$ cat src/sv/swa_pkg.sv
// ----------------------------------------------------------------------------
// swa_pkg: shared definitions for the sliding window average
// Field widths, the minimum window length and the divider status bundle.
// ----------------------------------------------------------------------------
package swa_pkg;

   localparam int SAMPLE_W   = 24;   // signed Q15.8 sample and mean
   localparam int INTERVAL_W = 16;   // sampling interval register
   localparam int HELD_W     = 11;   // held count field on the result
   localparam int RSP_W      = 40;   // result tdata, padded to whole bytes
   localparam int MIN_WINDOW = 10;   // shortest window in samples

   // Status of the shared divider as seen by the sequencer.
   typedef struct packed {
      logic busy;
      logic done;
   } div_status_type;

endpackage

$ cat src/sv/swa_divider.sv
// ----------------------------------------------------------------------------
// swa_divider: shared restoring divider
// Unsigned division, one quotient bit per cycle, DIVIDEND_W quotient bits per start.
// A zero divisor yields an all-ones quotient.
// ----------------------------------------------------------------------------
module swa_divider #(
   parameter int DIVIDEND_W = 34,
   parameter int DIVISOR_W  = 16
) (
   input  logic                    clock,
   input  logic                    reset,
   input  logic                    start,
   input  logic [DIVIDEND_W-1:0]   dividend,
   input  logic [DIVISOR_W-1:0]    divisor,
   output logic [DIVIDEND_W-1:0]   quotient,
   output swa_pkg::div_status_type status
);

   localparam int CNT_W = $clog2(DIVIDEND_W + 1);

   logic [DIVIDEND_W-1:0] quo_ff, quo_in;
   logic [DIVISOR_W-1:0]  rem_ff, rem_in;
   logic [DIVISOR_W-1:0]  div_ff, div_in;
   logic [CNT_W-1:0]      count_ff, count_in;
   logic                  busy_ff, busy_in;
   logic                  done_ff, done_in;

   logic [DIVISOR_W:0]    shifted;
   logic [DIVISOR_W:0]    diff;
   logic                  fits;

   // Bring down the next dividend bit and try a subtraction.
   assign shifted = {rem_ff, quo_ff[DIVIDEND_W-1]};
   assign fits    = (shifted >= {1'b0, div_ff});
   assign diff    = shifted - {1'b0, div_ff};

   always_comb begin
      quo_in   = quo_ff;
      rem_in   = rem_ff;
      div_in   = div_ff;
      count_in = count_ff;
      busy_in  = busy_ff;
      done_in  = 1'b0;
      if (start) begin
         quo_in   = dividend;
         rem_in   = '0;
         div_in   = divisor;
         count_in = CNT_W'(DIVIDEND_W);
         busy_in  = 1'b1;
      end else if (busy_ff) begin
         quo_in   = {quo_ff[DIVIDEND_W-2:0], fits};
         rem_in   = fits ? diff[DIVISOR_W-1:0] : shifted[DIVISOR_W-1:0];
         count_in = count_ff - CNT_W'(1);
         if (count_ff == CNT_W'(1)) begin
            busy_in = 1'b0;
            done_in = 1'b1;
         end
      end
   end

   always_ff @(posedge clock) begin
      if (reset) begin
         busy_ff  <= 1'b0;
         done_ff  <= 1'b0;
         count_ff <= '0;
      end else begin
         busy_ff  <= busy_in;
         done_ff  <= done_in;
         count_ff <= count_in;
      end
      quo_ff <= quo_in;
      rem_ff <= rem_in;
      div_ff <= div_in;
   end

   assign quotient    = quo_ff;
   assign status.busy = busy_ff;
   assign status.done = done_ff;

endmodule

$ cat config.mk
export PLATFORM = sky130hd
export DESIGN_NAME = swa_divider
export DESIGN_NICKNAME = d
export VERILOG_FILES = /design/src/sv/swa_pkg.sv /design/src/sv/swa_divider.sv
export SDC_FILE = /design/constraint.sdc
export NUM_CORES = 1
export LEC_CHECK = 0
export BUFFER_PORTS_ARGS = -buffer_cell sky130_fd_sc_hd__buf_2
export CORE_AREA = 2 2 94 96
export CTS_CLUSTER_DIAMETER = 100
export DETAILED_ROUTE_END_ITERATION = 7
export DIE_AREA = 0 0 96 98
export PLACE_DENSITY = 0.76
export SLEW_MARGIN = 10
export SYNTH_ARGS = -nofsm -noshare
export SYNTH_HDL_FRONTEND = slang
export SYNTH_SLANG_ARGS = --single-unit
$ cat constraint.sdc
create_clock -name clock -period 2 [get_ports clock]
set_input_delay 0.3 -clock clock [delete_from_list [all_inputs] [get_ports clock]]
set_output_delay 0.3 -clock clock [all_outputs]
set_load 0.01 [all_outputs]
==> results.json <==
{
  "critPathKind": "flop to flop",
  "clk_latency_ns": 0.35,
  "synth_adder_area_share": 0.0612,
  "cts_tree": "yes",
  "hold_path_end": "div_ff[10]",
  "grt_pass1_vias": 3619,
  "synth_edf_count": 50,
  "portBuffers": 88,
  "ir_drop_mv": 0.488,
  "ys_top_cells_by_count": "edfxtp_1 (50), mux2_2 (33), nand2_1 (32)",
  "finalSetupViolCount": 16,
  "leakage_nw": 2.35,
  "fin_worst_skew_ns": 0.00736,
  "min_path_cells": 1,
  "netlist_top_cells_area": "edfxtp_1 (37%), dfxtp_1 (12%), mux2_2 (9.3%)",
  "crit_arrival_ns": 2.40,
  "yosys.area.top_type": "edfxtp_1",
  "worst_slew_pin_slew_ns": 0.687,
  "synth_mux_area_frac": 0.0955,
  "dp_hpwl_um": 7230,
  "clock_path_buffers": 2,
  "h-tree-depth": 3,
  "io_pins": 89,
  "drt-initial-drc-count": 172,
  "grt_usage": 0.226,
  "antenna_cells": 0,
  "finalCriticalPeriod_ns": 2.19,
  "grt_start_max_net_pins": 37,
  "final_util": 0.653,
  "ctsHoldBuffers": 0,
  "yosys_warnings": 0,
  "slew-limit-headroom": 0.540,
  "antenna_found_initial": 0,
  "root_buffer": "clkbuf_8",
  "fin_crit_sh": 1.09,
  "dp_slack_ns": -0.148,
  "hold_viol_final": 0,
  "syn_area_per_cell_um2": 11.2,
  "fp.dieW_um": 96,
  "avgRoutedWirePerCell_um": 17.4,
  "max_freq_mhz": 457,
  "drt_wl_total_um": 10800,
  "drc": 0,
  "critPathMaxFanout": 8,
  "violations": "setup timing",
  "fin_ws_ns": -0.187,
  "synth_top_family_by_area": "compound AO/OA/AOI/OAI gates",
  "crit_path_start_kind": "flop",
  "synth_compound_area_frac": 0.148,
  "regArea_um2": 1980,
  "core_um2": 8470,
  "syn-cell-area_um2": 4010,
  "ant_nets": 0,
  "yosysTopAreaCellShare": 0.375,
  "die_area_um2": 9410,
  "vias_per_cell": 5.67,
  "power_density_nw_per_um2": 705,
  "synth_cells": 359,
  "min_from": "divisor[10]",
  "place.gp.congestion": 0.883,
  "grt-ovfl-total": 0,
  "start_util": 0.474,
  "synth_most_common_cell": "edfxtp_1",
  "synth_flop_cell": "edfxtp_1",
  "r2r-start": "div_ff[4]",
  "hp-class": "input pin to flop",
  "nNetsFinal": 579,
  "crit_path_end_kind": "flop",
  "ys_async_sr_fraction": 0,
  "placementRows": 34,
  "clk_pin_slew_ns": 0.08,
  "r2r_end": "rem_ff[5]",
  "reg2reg_depth": 8,
  "fillCellCount": 625,
  "grt_pass1_wl_um": 16600,
  "vias": 3514,
  "numClockSinks": 74,
  "syn_to_final_growth_pct": 37.9,
  "yosys.area_share.simple": 0.125,
  "layout-drive-gt1-share": 0.508,
  "finalMaxSlewViolations": 0,
  "ys_ff_latch": 74,
  "multiInputGateArea_um2": 2140,
  "rsz0062_at_grt": "true",
  "synth.net_count": 431,
  "firstDrtPassIters": 5,
  "status": "finished, violations left",
  "worstPathRequired_ns": 2.22,
  "cap_viol_max_count": 0,
  "ys_types": 59,
  "synth-seq-area-share": 0.494,
  "reg2reg_slack_ns": -0.19,
  "synthXorXnorAreaFrac": 0.0284,
  "die_y_um": 98,
  "cts_inserted_buffers": 9
}
[power by group]
| group | switching (mW) | internal (mW) |
|---|---|---|
| combinational | 0.422 | 0.408 |
| clock | 0.604 | 0.623 |
| sequential | 0.0647 | 1.77 |
| total | 1.09 | 2.81 |
[repair_timing]
action                                 in CTS  in global routing
buffers inserted                            6                  5
cloned                                      2                  0
endpoints found under the hold margin       0                  0
pin swaps                                  12                 22
setup endpoints to repair                  17                 17
gates resized for setup                    19                 39
[final cells by class]
class / instances / area share
Sequential cell: 74 / 0.358
Clock inverter: 6 / 0.0134
Tap cell: 108 / 0.0244
Inverter: 25 / 0.0170
Multi-Input combinational cell: 245 / 0.387
Clock buffer: 10 / 0.0249
Timing Repair Buffer: 152 / 0.175
[flip-flops by register name, indices dropped and copies added (netlist names)]
register,count
done_ff,1
count_ff,6
busy_ff,1
rem_ff,16
quotient,34
div_ff,16
[worst max path at each step]
stage	from	endpoint	depth (start not counted)
floorplan	div_ff[12]	quotient[0]	10
global placement	div_ff[8]	quotient[0]	8
detailed placement	div_ff[12]	rem_ff[1]	8
CTS	quotient[33]	rem_ff[12]	9
global route	quotient[33]	rem_ff[12]	9
finish	div_ff[4]	rem_ff[5]	8
[worst max-delay path, cell delays in order, from the launching register on]
cell and delay (ns):
edfxtp_1 0.37, inv_1 0.08, ha_1 0.27, a21o_1 0.23
o21a_2 0.27, o21a_4 0.29, buf_4 0.15, o211ai_1 0.24
o211ai_1 0.16
[routing by layer]
metal  up-vias  global-route usage  share of wire
li1       1632                   -              -
met5         -                   0              0
met2       194               0.375           0.50
met4         0              0.0824          0.021
met3        26              0.0679          0.079
met1      1662               0.275           0.40
[through the flow]
step	setup TNS [ns]	area [µm²]	std cells	hold WS, ns	power (mW)
2_1_floorplan	-0.186	4100	359	0.399	2.29
3_3_place_gp	-0.383	4990	591	0.462	2.58
3_5_place_dp	-1.22	4990	591	0.478	2.61
4_1_cts	-0.283	5330	615	0.109	3.86
5_1_grt	-1.83	5530	620	0.112	4.04
6_report	-0.955	5530	620	0.120	3.90
[cell usage in the layout (no fill, tap or decap), types with 5 or more instances in the layout]
cell,n
buf_2,88
buf_4,56
edfxtp_1,50
mux2_2,33
nand2_1,28
nor2_1,25
dfxtp_1,24
inv_1,19
nor3_1,11
clkbuf_8,10
xnor2_1,9
ha_1,9
o211ai_1,8
ha_4,8
inv_2,6
buf_6,6
o21ai_2,5
a21oi_1,5
[kinds of logic after synthesis]
group           after synthesis
simple gates                102
flops                        74
fa+ha+maj                    19
compound gates               75
mux                          34
xor+xnor                     13
buf+inv                      42
No activity file was read; power rests on OpenSTA's default activity.
